==> src/rtl/dhaq_pkg.sv <==
// Shared types and constants for the delayed hysteresis alarm qualifier.
// No dependencies; used by the channel interfaces and the top level.
`timescale 1ns / 1ps

package dhaq_pkg;

	// Field and counter widths
	localparam int TEMP_W   = 12;
	localparam int DELAY_W  = 15;
	localparam int OFFSET_W = 8;
	localparam int MIN_W    = 8;
	localparam int CNT_W    = 16;
	localparam int DATA_W   = 32;
	localparam int REG_IDX_W = 3;
	localparam int ADDR_W   = REG_IDX_W + 2;

	localparam logic [CNT_W-1:0] CNT_MAX = {CNT_W{1'b1}};

	// Register reset values
	localparam logic signed [TEMP_W-1:0]   CAB_HIGH_LIMIT_RST = 12'sd0;
	localparam logic signed [TEMP_W-1:0]   CAB_LOW_LIMIT_RST  = -12'sd800;
	localparam logic [DELAY_W-1:0]         CAB_HIGH_DELAY_RST = 15'd600;
	localparam logic [DELAY_W-1:0]         CAB_LOW_DELAY_RST  = 15'd600;
	localparam logic signed [TEMP_W-1:0]   AMB_LIMIT_RST      = 12'sd35;
	localparam logic signed [OFFSET_W-1:0] AMB_OFFSET_RST     = -8'sd1;
	localparam logic [DELAY_W-1:0]         AMB_DELAY_RST      = 15'd30;
	localparam logic [MIN_W-1:0]           DOOR_MIN_RST       = 8'd5;

	// Register map, one register per 32-bit word
	typedef enum logic [REG_IDX_W-1:0] {
		REG_CAB_HIGH_LIMIT   = 3'd0,
		REG_CAB_LOW_LIMIT    = 3'd1,
		REG_CAB_HIGH_DELAY   = 3'd2,
		REG_CAB_LOW_DELAY    = 3'd3,
		REG_AMB_LIMIT        = 3'd4,
		REG_AMB_CLEAR_OFFSET = 3'd5,
		REG_AMB_DELAY        = 3'd6,
		REG_DOOR_DELAY_MIN   = 3'd7
	} cfg_reg_t;

	// Outcome of one persistence step
	typedef struct packed {
		logic [CNT_W-1:0] cnt;
		logic             flag;
	} qual_t;

endpackage

==> src/rtl/dhaq_stream_if.sv <==
// Valid/ready channels for sample words in and alarm words out.
// Depends on dhaq_pkg for field widths.
`timescale 1ns / 1ps

interface dhaq_sample_if import dhaq_pkg::*; ();
	logic                     valid;
	logic                     ready;
	logic signed [TEMP_W-1:0] cabinet_temp;
	logic                     cabinet_sensor_fault;
	logic signed [TEMP_W-1:0] ambient_temp;
	logic                     door_open;

	modport source (output valid, cabinet_temp, cabinet_sensor_fault, ambient_temp,
		door_open, input ready);
	modport sink (input valid, cabinet_temp, cabinet_sensor_fault, ambient_temp,
		door_open, output ready);
endinterface

interface dhaq_alarm_if import dhaq_pkg::*; ();
	logic valid;
	logic ready;
	logic cabinet_high_alarm;
	logic cabinet_low_alarm;
	logic ambient_high_alarm;
	logic door_alarm;

	modport source (output valid, cabinet_high_alarm, cabinet_low_alarm,
		ambient_high_alarm, door_alarm, input ready);
	modport sink (input valid, cabinet_high_alarm, cabinet_low_alarm,
		ambient_high_alarm, door_alarm, output ready);
endinterface

==> src/rtl/delayed_hysteresis_alarm_qualifier.sv <==
// Top level of the persistence-qualified alarm block: input register, step logic,
// alarm state and result register, plus the APB register file.
// Depends on dhaq_pkg and the channel interfaces in dhaq_stream_if.sv.
`timescale 1ns / 1ps

// One sample word per one-second tick goes in and one alarm word comes out. The
// block takes a word in every clock cycle while the result side does not stall.
// A word waits in the input register until the result register is free; its
// alarm word is then written into the result register, alongside the alarm
// counters, and leaves from there. The cabinet high and low alarms, and the
// ambient alarm, set and clear only after their condition has persisted for the
// configured number of ticks; a cabinet sensor fault freezes the cabinet alarms
// and clears their counters. The door alarm sets after the door has been open
// for door_delay_minutes * TICKS_PER_MINUTE ticks and clears as soon as it
// closes. Registers sit at byte offsets 0x00..0x1C in list order; write them
// only while no word is in flight. There is no start-up sweep after reset.
module delayed_hysteresis_alarm_qualifier import dhaq_pkg::*; #(
	parameter int TICKS_PER_MINUTE = 60
) (
	input  logic                clk,
	input  logic                arst_n,
	dhaq_sample_if.sink         samples,
	dhaq_alarm_if.source        alarms,
	input  logic                psel,
	input  logic                penable,
	input  logic                pwrite,
	input  logic [ADDR_W-1:0]   paddr,
	input  logic [DATA_W-1:0]   pwdata,
	output logic [DATA_W-1:0]   prdata,
	output logic                pready
);

	localparam int TPM_W      = $clog2(TICKS_PER_MINUTE + 1);
	localparam int DOOR_LIM_W = MIN_W + TPM_W;

	// Configuration registers
	logic signed [TEMP_W-1:0]   cab_high_limit_q;
	logic signed [TEMP_W-1:0]   cab_low_limit_q;
	logic [DELAY_W-1:0]         cab_high_delay_q;
	logic [DELAY_W-1:0]         cab_low_delay_q;
	logic signed [TEMP_W-1:0]   amb_limit_q;
	logic signed [OFFSET_W-1:0] amb_offset_q;
	logic [DELAY_W-1:0]         amb_delay_q;
	logic [MIN_W-1:0]           door_min_q;
	logic [DOOR_LIM_W-1:0]      door_limit_q;

	logic     cfg_wr;
	cfg_reg_t cfg_idx;

	// Input register
	logic                     valid_s1;
	logic signed [TEMP_W-1:0] cab_temp_s1;
	logic                     fault_s1;
	logic signed [TEMP_W-1:0] amb_temp_s1;
	logic                     door_s1;

	// Alarm state; the flags double as the result payload
	logic [CNT_W-1:0] high_cnt_q, low_cnt_q, amb_cnt_q, door_cnt_q;
	logic             high_flag_q, low_flag_q, amb_flag_q, door_flag_q;
	logic             out_valid_q;

	logic  advance;
	logic  step;
	logic  high_cond, low_cond, amb_cond;
	logic signed [TEMP_W:0] amb_clear;
	qual_t high_nxt, low_nxt, amb_nxt;
	logic [CNT_W-1:0] door_inc;

	// One persistence step: count while cond holds, toggle on reaching the delay
	function automatic qual_t qualify(input logic cond, input logic [DELAY_W-1:0] delay,
		input logic [CNT_W-1:0] cnt, input logic flag);
		qual_t            r;
		logic [CNT_W-1:0] inc;
		inc = (cnt == CNT_MAX) ? cnt : cnt + 1'b1;
		if (!cond) begin
			r.cnt  = '0;
			r.flag = flag;
		end else if (inc >= CNT_W'(delay)) begin
			r.cnt  = '0;
			r.flag = !flag;
		end else begin
			r.cnt  = inc;
			r.flag = flag;
		end
		return r;
	endfunction

	// APB register file
	assign pready  = 1'b1;
	assign cfg_wr  = psel && penable && pwrite && pready;
	assign cfg_idx = cfg_reg_t'(paddr[ADDR_W-1:2]);

	always_ff @(posedge clk or negedge arst_n) begin
		if (!arst_n) begin
			cab_high_limit_q <= CAB_HIGH_LIMIT_RST;
			cab_low_limit_q  <= CAB_LOW_LIMIT_RST;
			cab_high_delay_q <= CAB_HIGH_DELAY_RST;
			cab_low_delay_q  <= CAB_LOW_DELAY_RST;
			amb_limit_q      <= AMB_LIMIT_RST;
			amb_offset_q     <= AMB_OFFSET_RST;
			amb_delay_q      <= AMB_DELAY_RST;
			door_min_q       <= DOOR_MIN_RST;
			door_limit_q     <= DOOR_LIM_W'(int'(DOOR_MIN_RST) * TICKS_PER_MINUTE);
		end else if (cfg_wr) begin
			unique case (cfg_idx)
				REG_CAB_HIGH_LIMIT:   cab_high_limit_q <= pwdata[TEMP_W-1:0];
				REG_CAB_LOW_LIMIT:    cab_low_limit_q  <= pwdata[TEMP_W-1:0];
				REG_CAB_HIGH_DELAY:   cab_high_delay_q <= pwdata[DELAY_W-1:0];
				REG_CAB_LOW_DELAY:    cab_low_delay_q  <= pwdata[DELAY_W-1:0];
				REG_AMB_LIMIT:        amb_limit_q      <= pwdata[TEMP_W-1:0];
				REG_AMB_CLEAR_OFFSET: amb_offset_q     <= pwdata[OFFSET_W-1:0];
				REG_AMB_DELAY:        amb_delay_q      <= pwdata[DELAY_W-1:0];
				REG_DOOR_DELAY_MIN: begin
					door_min_q   <= pwdata[MIN_W-1:0];
					// precompute the door threshold in ticks
					door_limit_q <= {{TPM_W{1'b0}}, pwdata[MIN_W-1:0]}
						* DOOR_LIM_W'(TICKS_PER_MINUTE);
				end
			endcase
		end
	end

	// Read back, signed registers sign-extended
	always_comb begin
		unique case (cfg_idx)
			REG_CAB_HIGH_LIMIT:
				prdata = {{(DATA_W-TEMP_W){cab_high_limit_q[TEMP_W-1]}}, cab_high_limit_q};
			REG_CAB_LOW_LIMIT:
				prdata = {{(DATA_W-TEMP_W){cab_low_limit_q[TEMP_W-1]}}, cab_low_limit_q};
			REG_CAB_HIGH_DELAY:
				prdata = {{(DATA_W-DELAY_W){1'b0}}, cab_high_delay_q};
			REG_CAB_LOW_DELAY:
				prdata = {{(DATA_W-DELAY_W){1'b0}}, cab_low_delay_q};
			REG_AMB_LIMIT:
				prdata = {{(DATA_W-TEMP_W){amb_limit_q[TEMP_W-1]}}, amb_limit_q};
			REG_AMB_CLEAR_OFFSET:
				prdata = {{(DATA_W-OFFSET_W){amb_offset_q[OFFSET_W-1]}}, amb_offset_q};
			REG_AMB_DELAY:
				prdata = {{(DATA_W-DELAY_W){1'b0}}, amb_delay_q};
			REG_DOOR_DELAY_MIN:
				prdata = {{(DATA_W-MIN_W){1'b0}}, door_min_q};
		endcase
	end

	// Handshake: the input register moves on whenever the result register is free
	assign advance       = !out_valid_q || alarms.ready;
	assign samples.ready = !valid_s1 || advance;
	assign step          = valid_s1 && advance;

	always_ff @(posedge clk or negedge arst_n) begin
		if (!arst_n) begin
			valid_s1 <= 1'b0;
		end else if (samples.ready) begin
			valid_s1 <= samples.valid;
		end
	end

	// Capture the sample word
	always_ff @(posedge clk) begin
		if (samples.ready && samples.valid) begin
			cab_temp_s1 <= samples.cabinet_temp;
			fault_s1    <= samples.cabinet_sensor_fault;
			amb_temp_s1 <= samples.ambient_temp;
			door_s1     <= samples.door_open;
		end
	end

	// Conditions that would flip each alarm
	assign high_cond = high_flag_q ? (cab_temp_s1 < cab_high_limit_q)
		: (cab_temp_s1 >= cab_high_limit_q);
	assign low_cond  = low_flag_q ? (cab_temp_s1 > cab_low_limit_q)
		: (cab_temp_s1 <= cab_low_limit_q);
	assign amb_clear = {amb_limit_q[TEMP_W-1], amb_limit_q}
		+ {{(TEMP_W+1-OFFSET_W){amb_offset_q[OFFSET_W-1]}}, amb_offset_q};
	assign amb_cond  = amb_flag_q
		? ($signed({amb_temp_s1[TEMP_W-1], amb_temp_s1}) <= amb_clear)
		: (amb_temp_s1 > amb_limit_q);

	assign high_nxt = qualify(high_cond, cab_high_delay_q, high_cnt_q, high_flag_q);
	assign low_nxt  = qualify(low_cond, cab_low_delay_q, low_cnt_q, low_flag_q);
	assign amb_nxt  = qualify(amb_cond, amb_delay_q, amb_cnt_q, amb_flag_q);
	assign door_inc = (door_cnt_q == CNT_MAX) ? door_cnt_q : door_cnt_q + 1'b1;

	// Advance alarm state and the result register
	always_ff @(posedge clk or negedge arst_n) begin
		if (!arst_n) begin
			high_cnt_q  <= '0;
			low_cnt_q   <= '0;
			amb_cnt_q   <= '0;
			door_cnt_q  <= '0;
			high_flag_q <= 1'b0;
			low_flag_q  <= 1'b0;
			amb_flag_q  <= 1'b0;
			door_flag_q <= 1'b0;
			out_valid_q <= 1'b0;
		end else begin
			if (advance) begin
				out_valid_q <= valid_s1;
			end
			if (step) begin
				// hold the cabinet alarms while the sensor is faulty
				if (fault_s1) begin
					high_cnt_q <= '0;
					low_cnt_q  <= '0;
				end else begin
					high_cnt_q  <= high_nxt.cnt;
					high_flag_q <= high_nxt.flag;
					low_cnt_q   <= low_nxt.cnt;
					low_flag_q  <= low_nxt.flag;
				end
				amb_cnt_q  <= amb_nxt.cnt;
				amb_flag_q <= amb_nxt.flag;
				// door: count while open and not yet alarmed, drop on close
				if (!door_s1) begin
					door_cnt_q  <= '0;
					door_flag_q <= 1'b0;
				end else if (!door_flag_q) begin
					if (door_inc >= CNT_W'(door_limit_q)) begin
						door_cnt_q  <= '0;
						door_flag_q <= 1'b1;
					end else begin
						door_cnt_q <= door_inc;
					end
				end
			end
		end
	end

	assign alarms.valid              = out_valid_q;
	assign alarms.cabinet_high_alarm = high_flag_q;
	assign alarms.cabinet_low_alarm  = low_flag_q;
	assign alarms.ambient_high_alarm = amb_flag_q;
	assign alarms.door_alarm         = door_flag_q;

`ifndef SYNTH
	// A set door alarm always has a cleared counter
	a_door_cnt_idle: assert property (@(posedge clk) disable iff (!arst_n)
		door_flag_q |-> (door_cnt_q == '0))
		else $error("door counter running while door alarm set");

	// A faulty-sensor tick clears the cabinet counters and keeps the cabinet alarms
	a_fault_freeze: assert property (@(posedge clk) disable iff (!arst_n)
		(step && fault_s1) |=> (high_cnt_q == '0) && (low_cnt_q == '0)
			&& (high_flag_q == $past(high_flag_q)) && (low_flag_q == $past(low_flag_q)))
		else $error("cabinet alarms not frozen on sensor fault");

	// Alarm state moves only when a word is processed
	a_state_hold: assert property (@(posedge clk) disable iff (!arst_n)
		!step |=> $stable({high_flag_q, low_flag_q, amb_flag_q, door_flag_q,
			high_cnt_q, low_cnt_q, amb_cnt_q, door_cnt_q}))
		else $error("alarm state changed without a word");

	// A processed word always lands in the result register
	a_step_result: assert property (@(posedge clk) disable iff (!arst_n)
		step |=> out_valid_q)
		else $error("processed word produced no result");

	// A closed door leaves no door alarm behind
	a_door_close: assert property (@(posedge clk) disable iff (!arst_n)
		(step && !door_s1) |=> !door_flag_q && (door_cnt_q == '0))
		else $error("door alarm survived a closed door");
`endif

endmodule

==> src/flat_wrapper.sv <==
// flat-port wrapper written by rule: the top's interface ports become plain ports
module delayed_hysteresis_alarm_qualifier_flat import dhaq_pkg::*;
#(
	parameter int TICKS_PER_MINUTE = 60
)
  (clk, arst_n, psel, penable, pwrite, paddr, pwdata, prdata, pready, samples_valid, samples_cabinet_temp, samples_cabinet_sensor_fault, samples_ambient_temp, samples_door_open, samples_ready, alarms_valid, alarms_cabinet_high_alarm, alarms_cabinet_low_alarm, alarms_ambient_high_alarm, alarms_door_alarm, alarms_ready);
  dhaq_sample_if samples_i ();
  dhaq_alarm_if alarms_i ();
  input  logic clk;
  input  logic arst_n;
  input  logic psel;
  input  logic penable;
  input  logic pwrite;
  input  logic [ADDR_W-1:0] paddr;
  input  logic [DATA_W-1:0] pwdata;
  output logic [DATA_W-1:0] prdata;
  output logic pready;
  input wire logic [$bits(samples_i.valid)-1:0] samples_valid;
  input wire logic [$bits(samples_i.cabinet_temp)-1:0] samples_cabinet_temp;
  input wire logic [$bits(samples_i.cabinet_sensor_fault)-1:0] samples_cabinet_sensor_fault;
  input wire logic [$bits(samples_i.ambient_temp)-1:0] samples_ambient_temp;
  input wire logic [$bits(samples_i.door_open)-1:0] samples_door_open;
  output wire logic [$bits(samples_i.ready)-1:0] samples_ready;
  output wire logic [$bits(alarms_i.valid)-1:0] alarms_valid;
  output wire logic [$bits(alarms_i.cabinet_high_alarm)-1:0] alarms_cabinet_high_alarm;
  output wire logic [$bits(alarms_i.cabinet_low_alarm)-1:0] alarms_cabinet_low_alarm;
  output wire logic [$bits(alarms_i.ambient_high_alarm)-1:0] alarms_ambient_high_alarm;
  output wire logic [$bits(alarms_i.door_alarm)-1:0] alarms_door_alarm;
  input wire logic [$bits(alarms_i.ready)-1:0] alarms_ready;
  assign samples_i.valid = samples_valid;
  assign samples_i.cabinet_temp = samples_cabinet_temp;
  assign samples_i.cabinet_sensor_fault = samples_cabinet_sensor_fault;
  assign samples_i.ambient_temp = samples_ambient_temp;
  assign samples_i.door_open = samples_door_open;
  assign samples_ready = samples_i.ready;
  assign alarms_valid = alarms_i.valid;
  assign alarms_cabinet_high_alarm = alarms_i.cabinet_high_alarm;
  assign alarms_cabinet_low_alarm = alarms_i.cabinet_low_alarm;
  assign alarms_ambient_high_alarm = alarms_i.ambient_high_alarm;
  assign alarms_door_alarm = alarms_i.door_alarm;
  assign alarms_i.ready = alarms_ready;
  delayed_hysteresis_alarm_qualifier #(.TICKS_PER_MINUTE(TICKS_PER_MINUTE)) u_core (.clk(clk), .arst_n(arst_n), .samples(samples_i), .alarms(alarms_i), .psel(psel), .penable(penable), .pwrite(pwrite), .paddr(paddr), .pwdata(pwdata), .prdata(prdata), .pready(pready));
endmodule
==> config.mk <==
export PLATFORM = sky130hd
export DESIGN_NAME = delayed_hysteresis_alarm_qualifier_flat
export DESIGN_NICKNAME = d
export VERILOG_FILES = /design/src/rtl/dhaq_pkg.sv /design/src/rtl/dhaq_stream_if.sv /design/src/rtl/delayed_hysteresis_alarm_qualifier.sv /design/src/flat_wrapper.sv
export SDC_FILE = /design/constraint.sdc
export NUM_CORES = 1
export LEC_CHECK = 0
export ABC_CLOCK_PERIOD_IN_PS = 4800
export BUFFER_PORTS_ARGS = -buffer_cell sky130_fd_sc_hd__buf_4
export CAP_MARGIN = 20
export CORE_ASPECT_RATIO = 1.1
export CORE_MARGIN = 2
export CORE_UTILIZATION = 43
export DETAILED_ROUTE_END_ITERATION = 7
export HOLD_SLACK_MARGIN = 0.08
export MAX_ROUTING_LAYER = met4
export PLACE_DENSITY_LB_ADDON = 0.1
export SLEW_MARGIN = 20
export SYNTH_ARGS = -nofsm -noshare
export SYNTH_HDL_FRONTEND = slang
export SYNTH_SLANG_ARGS = --single-unit
==> constraint.sdc <==
create_clock -name clk -period 4.8 [get_ports clk]
set_clock_uncertainty 0.1 [all_clocks]
set_input_delay 0.48 -clock clk [delete_from_list [all_inputs] [get_ports clk]]
set_output_delay 0.48 -clock clk [all_outputs]
set_load 0.01 [all_outputs]
# Yosys cells after proc, flatten, opt, wreduce, memory -nomap -nowiden
# Cells that the tools add are included.
# word_totals
ff_bits	205
inputBits	70
out_inout_bits	39
word_cells	98
# op_classes
addsub	5
multipliers	1
n_lt_le_gt_ge	10
n_eq_ne	12
mux	22
bitwise	1
n_reduce_logical	24
# op_table
cell	count
case mux 32 bit (8 select lines)	1
two-way mux 16 bit	9
two-way mux 17 bit	6
adder 16 x 1 -> 16 bit, second input constant	4
equality test 16 bit, second input constant	4
greater-or-equal comparator 16 x 15 -> 1 bit	3
> comparator 12 bit	2
AND reduction 2 bit	9
greater-or-equal comparator 16 x 14 -> 1 bit	1
adder 12 x 8 -> 13 bit	1
less-or-equal comparator 12 x 13 -> 1 bit	1
equality test 3 bit, second input constant	4
greater-or-equal comparator 12 bit	1
less-or-equal comparator 12 bit	1
< comparator 12 bit	1
multiplier 8 x 4 -> 12 bit, second input constant	1
AND reduction 4 bit	2
equality test 3 x 2 -> 1 bit, second input constant	2
two-way mux 1 bit	6
logical NOT 1 bit	5
logical AND 1 bit	4
equality test 3 x 1 -> 1 bit, second input constant	1
logical NOT 3 bit	1
AND reduction 3 bit	1
3 further kinds	4

# Logic depth before layout (Yosys ltp)
# Gate-level depths: netlist of run 1.
# depth
ltp_word	6
depth_mapped	21
mapped_depth_nobuf	20

# Worst setup path after synthesis of run 1
# No wires, ideal clock.
# synth_path
path_kind	reg-to-reg
startpoint	reg u_core.amb_limit_q[0]
endpoint	reg u_core.amb_cnt_q[7]
setup_time_ps	78
arrival_ps	3963
required_ps	4622
setup_slack_ps	660
path_stages_with_launch	21
path_buffers	0
period_less_slack_ps	4140
cell_sequence	dfstp_2 > ha_1 > inv_1 > fa_1 > nor2b_1 > o21ai_0 > a21boi_0 > o21a_1 > o21ai_0 > a21oi_1 > a21oi_1 > xor2_1 > ha_1 > and4_1 > nand2_1 > o31a_1 > a21boi_0 > o32ai_1 > and2_0 > or3b_1 > a21oi_1
# synth_between
elab_chain_cells	4
# synth_rtl
item	line_no	rtl
start: declaration	delayed_hysteresis_alarm_qualifier.sv:41	logic signed [TEMP_W-1:0] amb_limit_q;
start signal: assignment	delayed_hysteresis_alarm_qualifier.sv:110	REG_AMB_LIMIT: amb_limit_q <= pwdata[TEMP_W-1:0];
adder 12 x 8 -> 13 bit	delayed_hysteresis_alarm_qualifier.sv:174	+ {{(TEMP_W+1-OFFSET_W){amb_offset_q[OFFSET_W-1]}}, amb_offset_q};
less-or-equal comparator 12 x 13 -> 1 bit	delayed_hysteresis_alarm_qualifier.sv:176	? ($signed({amb_temp_s1[TEMP_W-1], amb_temp_s1}) <= amb_clear)
two-way mux 1 bit *	delayed_hysteresis_alarm_qualifier.sv:176	
two-way mux 17 bit *	delayed_hysteresis_alarm_qualifier.sv:75	if (!cond) begin
end signal: assignment	delayed_hysteresis_alarm_qualifier.sv:211	amb_cnt_q <= amb_nxt.cnt;
end: declaration	delayed_hysteresis_alarm_qualifier.sv:58	logic [CNT_W-1:0] high_cnt_q, low_cnt_q, amb_cnt_q, door_cnt_q;
# Mark *: on every way between the ends. The rest lies on a longest branch, timed or not.
# A chain may end at the register's enable or synchronous reset.

# Worst setup path after layout of run 1
# Ends and elaborated chain as after synthesis.

==> results of run 1 <==
## worst max-delay path, stage by stage (launching register included)
cell	delay [ps]
dfstp_2	560
ha_1	170
inv_1	50
fa_1	410
nor2b_1	120
o21ai_0	100
a21boi_1	160
o21a_1	140
o21ai_1	110
a21oi_1	250
a21oi_1	110
xor2_1	150
ha_1	300
and4_1	220
nand2_1	60
o31a_1	270
a21boi_0	150
o32ai_1	170
buf_4	200
and2_0	170
or3b_1	360
a21oi_1	150
## logic make-up (layout without fill, tap and decap cells)
group                      count (synthesis)  in the layout  synth area share [%]
DFF                                      204            204                  39.2
xor gates and xnor gates                  60             60                  3.90
other                                      1              2                0.0279
and+or+nand+nor                          434            434                  15.3
muxes                                     48             48                  4.45
buffers and inverters                    184            303                  5.65
AOI/OAI and AO/OA                        344            344                  16.6
adders and majority gates                151            151                  14.8
## final timing paths
kind	endpoint	slack [ps]	depth (start not counted)
setup / recovery	u_core.amb_cnt_q[7]$_DFFE_PN0P_	250	21
hold reg to reg	u_core.door_min_q[2]$_DFFE_PN1P_	370	2
max in group asynchronous	u_core.high_cnt_q[0]$_DFFE_PN0P_	3170	3
setup reg to reg	u_core.amb_cnt_q[7]$_DFFE_PN0P_	250	21
hold / removal	u_core.amb_delay_q[14]$_DFFE_PN0P_	100	3
min in group asynchronous	u_core.door_min_q[4]$_DFFE_PN0P_	380	2
## routing by layer
| layer | part of all wire, % | routed length (µm) | up-vias |
|---|---|---|---|
| li1 | - | - | 5248 |
| met1 | 45 | 16600 | 5140 |
| met2 | 46 | 16900 | 211 |
| met3 | 4.7 | 1730 | 60 |
| met4 | 3.5 | 1290 | 0 |
| met5 | 0 | 0 | - |
## per-stage QoR
step	cells	hold WS, ps	utilization (%)	area (µm²)
after floorplan	1426	84.4	-	13500
after global placement	1881	360	47.2	14500
after detailed placement	1881	365	47.2	14500
after CTS	1959	85.4	51.1	15700
after global routing	1959	107	51.1	15700
final	1960	101	51.1	15700
## cells in the mapped netlist (5+ instances only)
| cell type | n | area share (%) |
|---|---|---|
| xor2_1 | 29 | 1.9 |
| o211ai_1 | 6 | 0.33 |
| nor4_1 | 9 | 0.42 |
| buf_4 | 18 | 1.0 |
| or3_1 | 5 | 0.23 |
| inv_1 | 122 | 3.4 |
| dfstp_2 | 33 | 6.4 |
| nand2_1 | 192 | 5.4 |
| o21ai_0 | 132 | 4.9 |
| nor3_1 | 24 | 0.89 |
| nand4_1 | 26 | 1.2 |
| ha_1 | 137 | 13 |
| a22oi_1 | 5 | 0.28 |
| a221oi_1 | 6 | 0.39 |
| mux4_2 | 7 | 1.2 |
| a21o_1 | 23 | 1.3 |
| o21a_1 | 8 | 0.45 |
| a21boi_0 | 6 | 0.33 |
| and4_1 | 7 | 0.46 |
| nor2_1 | 60 | 1.7 |
| nand3b_1 | 5 | 0.28 |
| xnor2_1 | 31 | 2.0 |
| a32o_1 | 11 | 0.82 |
| dfrtp_1 | 145 | 27 |
| edfxtp_1 | 26 | 5.8 |
| mux2i_1 | 16 | 1.2 |
| fa_1 | 14 | 2.1 |
| and2_1 | 12 | 0.56 |
| nor2b_1 | 12 | 0.56 |
| nand3_1 | 34 | 1.3 |
| a21oi_1 | 67 | 2.5 |
| a211oi_1 | 7 | 0.39 |
| and3_1 | 11 | 0.51 |
| a22o_1 | 23 | 1.5 |
| nand2b_1 | 21 | 0.98 |
| mux2_2 | 25 | 2.1 |
| a31oi_1 | 8 | 0.37 |
| clkbuf_1 | 38 | 1.1 |
## sequential cells by signal, summed over array words and instances, names as in the netlist, 8 cells and up
name                     flops
u_core.amb_cnt_q            16
u_core.door_cnt_q           16
u_core.high_cnt_q           16
u_core.low_cnt_q            16
u_core.amb_delay_q          15
u_core.cab_high_delay_q     15
u_core.cab_low_delay_q      15
u_core.amb_limit_q          12
u_core.amb_temp_s1          12
u_core.cab_high_limit_q     12
u_core.cab_low_limit_q      12
u_core.cab_temp_s1          12
u_core.door_limit_q         11
u_core.amb_offset_q          8
u_core.door_min_q            8
## cell type report
class                   count  area, µm²  area share (%)
clock buffers              36        748            4.77
well taps                 414        518            3.30
repair buffers            133       1100            6.99
inverters                 122        458            2.92
flip-flops and latches    204       5280            33.7
clock inverters            12        131           0.838
multi-input cells        1038       7450            47.5
diodes                      1       2.50          0.0160
## report_power, final
group          internal (mW)  leakage [nW]  switching [mW]
clock network           1.20         0.436           0.788
logic                  0.720          4.51           0.947
registers               2.06          2.44           0.200
## repair_timing
item	in CTS	in global routing
hold buffers	30	0
hold endpoints to repair	71	0
gates resized for setup	0	4
setup endpoints to repair	0	7
==> impl_metrics.yaml, run 1 <==
worst_hold_path:
  min_from: "pwdata[14]"
  hp-class: "in -> reg"
synth:
  ys_types: 75
  syn_nets: 1647
  avgSynthCellArea_um2: 9.44
  ys_warn_count: 0
  ys_seq_elements: 204
  syn_inst: 1426
  async_reset_ff_share_pct: 87.3
  ys_seq_area_share_pct: 39.2
  synth-edff-count: 26
  synth_ff_type: "dfrtp_1"
  synth.cell_area_mm2: 0.0135
grt:
  grt-ovfl-total: 0
  use_met1_pct: 30.5
  antenna_found_initial: 0
  use_met3_pct: 3.64
  grt_pass1_vias: 10800
  met2_usage_pct: 37.2
  grt_pass1_wl_mm: 58.7
  grt_max_degree: 121
  grtUsageTotal_pct: 23.3
  busiest_layer: "met2"
final_layout:
  final_cell_mix: "nand2_1 (192), dfrtp_1 (145), ha_1 (137)"
  layout.nets: 1746
  area_growth_pct: 16.5
  layout_commonest_cell: "nand2_1"
  drive_gt1_share_pct: 15.0
  fill_cells: 2904
timing:
  worst_pin_slew_ps: 1120
  relSlewSlack_pct: 25.4
  hold_viol: 0
  period_share_pct: 94.9
  timing.fmax_ghz: 0.220
  drv_slew: 0
  setup_viol: 0
  fin_setup_tns_ps: 0
  period_needed_ps: 4550
  rsz0062_at_grt: "no"
  setup_slack_ps: 245
power:
  fin_total_pwr_mw: 5.91
  power_density_mw_per_mm2: 377
  p_leak_nw: 7.38
  peakVddDrop_mv: 0.283
drt:
  final_antenna_net_count: 0
  drt_pass1_iterations: 5
  routed_wl_mm: 36.6
  viasPerCell: 5.44
  wire_per_inst_um: 18.7
  route.detailed.drc: 0
  drtIter0Drc: 706
  via_count: 10700
clock_network:
  cts_max_path_buffers: 3
  cts_setup_buffers: 0
  cts_max_level: 1
  cts_tree: "built"
  cts_sinks: 204
  worstSkewPairLatency_ps: 540
  cts-root-buf: "clkbuf_16"
  cts_buffers: 26
  cts.clk_slew.worst_paths_ps: 60
floorplan:
  die-area_mm2: 0.0327
  start_util_pct: 43.9
  rows: 67
  pin_count: 109
  core_mm2: 0.0307
  die_h_um: 190
  fp.dieW_um: 173
place:
  post-place-ws_ps: 242
  dp_hpwl_mm: 27.3
  port_buffers: 88
  globalplace.congestion: 0.883
critical_path:
  arrival_ps: 4910
  path_max_fanout: 4
  worstPathRequired_ps: 5150
  end_kind: "flip-flop"
  regToRegStartpoint: "u_core.amb_limit_q[0]$_DFFE_PN1P_"
  critPathKind: "reg -> reg"
  cp-start-kind: "flip-flop"
  critPathLaunch: "u_core.amb_limit_q[0]$_DFFE_PN1P_"
run_status:
  outcome: "finished clean"
flow_run:
  maxCapViolCount: 0
(Power assumes the default switching activity.)
==> run 2: changes to the inputs <==
- ABC_CLOCK_PERIOD_IN_PS: 4800 -> default
- CELL_PAD_IN_SITES_DETAIL_PLACEMENT: default -> 1
- CELL_PAD_IN_SITES_GLOBAL_PLACEMENT: default -> 1
==> run 2 against run 1 <==
Non-clock buffer count increased by 4. Sequential share of layout area about the same. Design area about the same. Final cell count about the same. Critical path depth unchanged. Critical path type unchanged. Largest cell class unchanged.
==> impl_metrics.yaml, run 2 (synthesized netlist as in run 1, its figures left out) <==
critical_path:
  regToRegStartpoint: "u_core.amb_limit_q[0]$_DFFE_PN1P_"
  critPathKind: "reg -> reg"
  slowest_stage: "dfstp_2"
  rrSetupSlack_ps: 210
  worstPathRequired_ps: 5150
  path_max_fanout: 4
  critPathLaunch: "u_core.amb_limit_q[0]$_DFFE_PN1P_"
  arrival_ps: 4940
  cp_top_family: "compound AO/OA/AOI/OAI gates"
  max_stage_delay_ps: 580
  cp_num_buf_inv: 2
  cp_cell_sequence: "ha_1 > inv_1 > fa_1 > nor2b_1 > o21ai_0 > a21boi_1 > o21a_1 > o21ai_1 > a21oi_2 > a21oi_1 > xor2_1 > ha_1 > and4_4 > nand2_1 > o31a_1 > a21boi_1 > o32ai_2 > buf_4 > and2_1 > or3b_1 > a21oi_1"
  end_kind: "flip-flop"
  cp-start-kind: "flip-flop"
final_layout:
  layout.nets: 1749
  area_growth_pct: 16.4
  n_antenna_cell: 0
  drive_gt1_share_pct: 15.3
  final_cell_mix: "nand2_1 (192), dfrtp_1 (145), ha_1 (137)"
  final_area_mm2: 0.0157
  layout_commonest_cell: "nand2_1"
  stdcell_count: 1961
power:
  peakVddDrop_mv: 0.251
  p_leak_nw: 7.38
  power_density_mw_per_mm2: 379
drt:
  wire_per_inst_um: 20.5
  via_count: 11000
  route.detailed.drc: 0
  viasPerCell: 5.62
  routed_wl_mm: 40.2
  drt_pass1_iterations: 7
  final_antenna_net_count: 0
  drtIter0Drc: 543
timing:
  setup_viol: 0
  fin_setup_tns_ps: 0
  drv_slew: 0
  period_share_pct: 95.6
  worst_pin_slew_ps: 1010
  relSlewSlack_pct: 32.4
  hold_viol: 0
  hold-worst-slack_ps: 142
  period_needed_ps: 4590
  timing.fmax_ghz: 0.218
place:
  place_inst: 1883
  globalplace.congestion: 0.831
  dp_hpwl_mm: 29.8
  detailed_place.area_mm2: 0.0145
  port_buffers: 88
clock_network:
  worstSkewPairLatency_ps: 540
  cts_buffers: 25
  cts_tree: "built"
  cts_max_path_buffers: 3
  cts_max_level: 1
  cts_sinks: 204
  cts.clk_slew.worst_paths_ps: 60
  cts-root-buf: "clkbuf_16"
worst_hold_path:
  min_from: "pwdata[9]"
  hp-class: "in -> reg"
grt:
  grt_max_degree: 98
  grt-ovfl-total: 0
  grt_pass1_vias: 11600
  grt_pass1_wl_mm: 64.4
  grtUsageTotal_pct: 25.5
  antenna_found_initial: 0
floorplan:
  core_mm2: 0.0307
  start_util_pct: 43.9
  die_h_um: 190
  die-area_mm2: 0.0327
  pin_count: 109
  fp.dieW_um: 173
  rows: 67
flow_run:
  maxCapViolCount: 0
run_status:
  outcome: "finished clean"
## run 2: cell types whose count changed in the layout (fill, tap and decap cells not counted), sizes merged
cell and change:
buf +3, inv -1, dlygate4sd3 +1, clkinv +1
clkbuf -2, diode -1
## run 2: repair_timing
action	4_1_cts	5_1_grt
hold buffers	31	0
hold endpoints to repair	114	0
resized for setup	0	10
setup endpoints to repair	0	15
buffers inserted	0	1
## run 2: report_power, final
part	total, mW	internal, mW	switching, mW
Combinational	1.75	0.743	1.01
Sequential	2.25	2.05	0.195
Clock	1.93	1.14	0.787
## run 2: path summary, 6_finish.rpt
check                      cells past startpoint                                            to
min in group asynchronous                      2  u_core.alarms.ambient_high_alarm$_DFFE_PN0P_
hold reg to reg                                2            u_core.door_limit_q[8]$_DFFE_PN1P_
max in group asynchronous                      3        u_core.cab_low_delay_q[14]$_DFFE_PN0P_
hold / removal                                 3         u_core.cab_low_delay_q[9]$_DFFE_PN1P_
setup reg to reg                              21               u_core.amb_cnt_q[7]$_DFFE_PN0P_
setup / recovery                              21               u_core.amb_cnt_q[7]$_DFFE_PN0P_
## run 2: layout make-up
cell class	instances	area (µm²)
timing repair buffer	137	1130
fill	3499	15000
clock buffer	34	709
multi-input combinational	1038	7460
clock inverter	12	115
sequential	204	5280
tap	414	518
inverter	122	458
## run 2: routing by layer
metal  vias to the layer above  GRT usage [%]  share of wire [%]
met4                         0           6.16                2.0
met5                         -              -                  0
met2                       178           44.5                 50
met3                        60           2.76                3.4
li1                       5255              -                  -
met1                      5527           31.9                 44
## run 2: stage by stage
step	setup slack, ps	utilization, %	total power, mW
floorplan	660	-	3.36
global placement	271	47.3	3.90
detailed placement	30.0	47.3	3.99
CTS	20.4	51.0	5.98
global route	-18.8	51.1	6.31
finish	210	51.1	5.93
## run 2: worst register-to-register path, stage by stage (launching register included)
cell	delay [ps]
dfstp_2	580
ha_1	180
inv_1	50
fa_1	400
nor2b_1	120
o21ai_0	110
a21boi_1	170
o21a_1	140
o21ai_1	110
a21oi_2	190
a21oi_1	100
xor2_1	150
ha_1	320
and4_4	250
nand2_1	70
o31a_1	280
a21boi_1	150
o32ai_2	160
buf_4	210
and2_1	170
or3b_1	350
a21oi_1	150
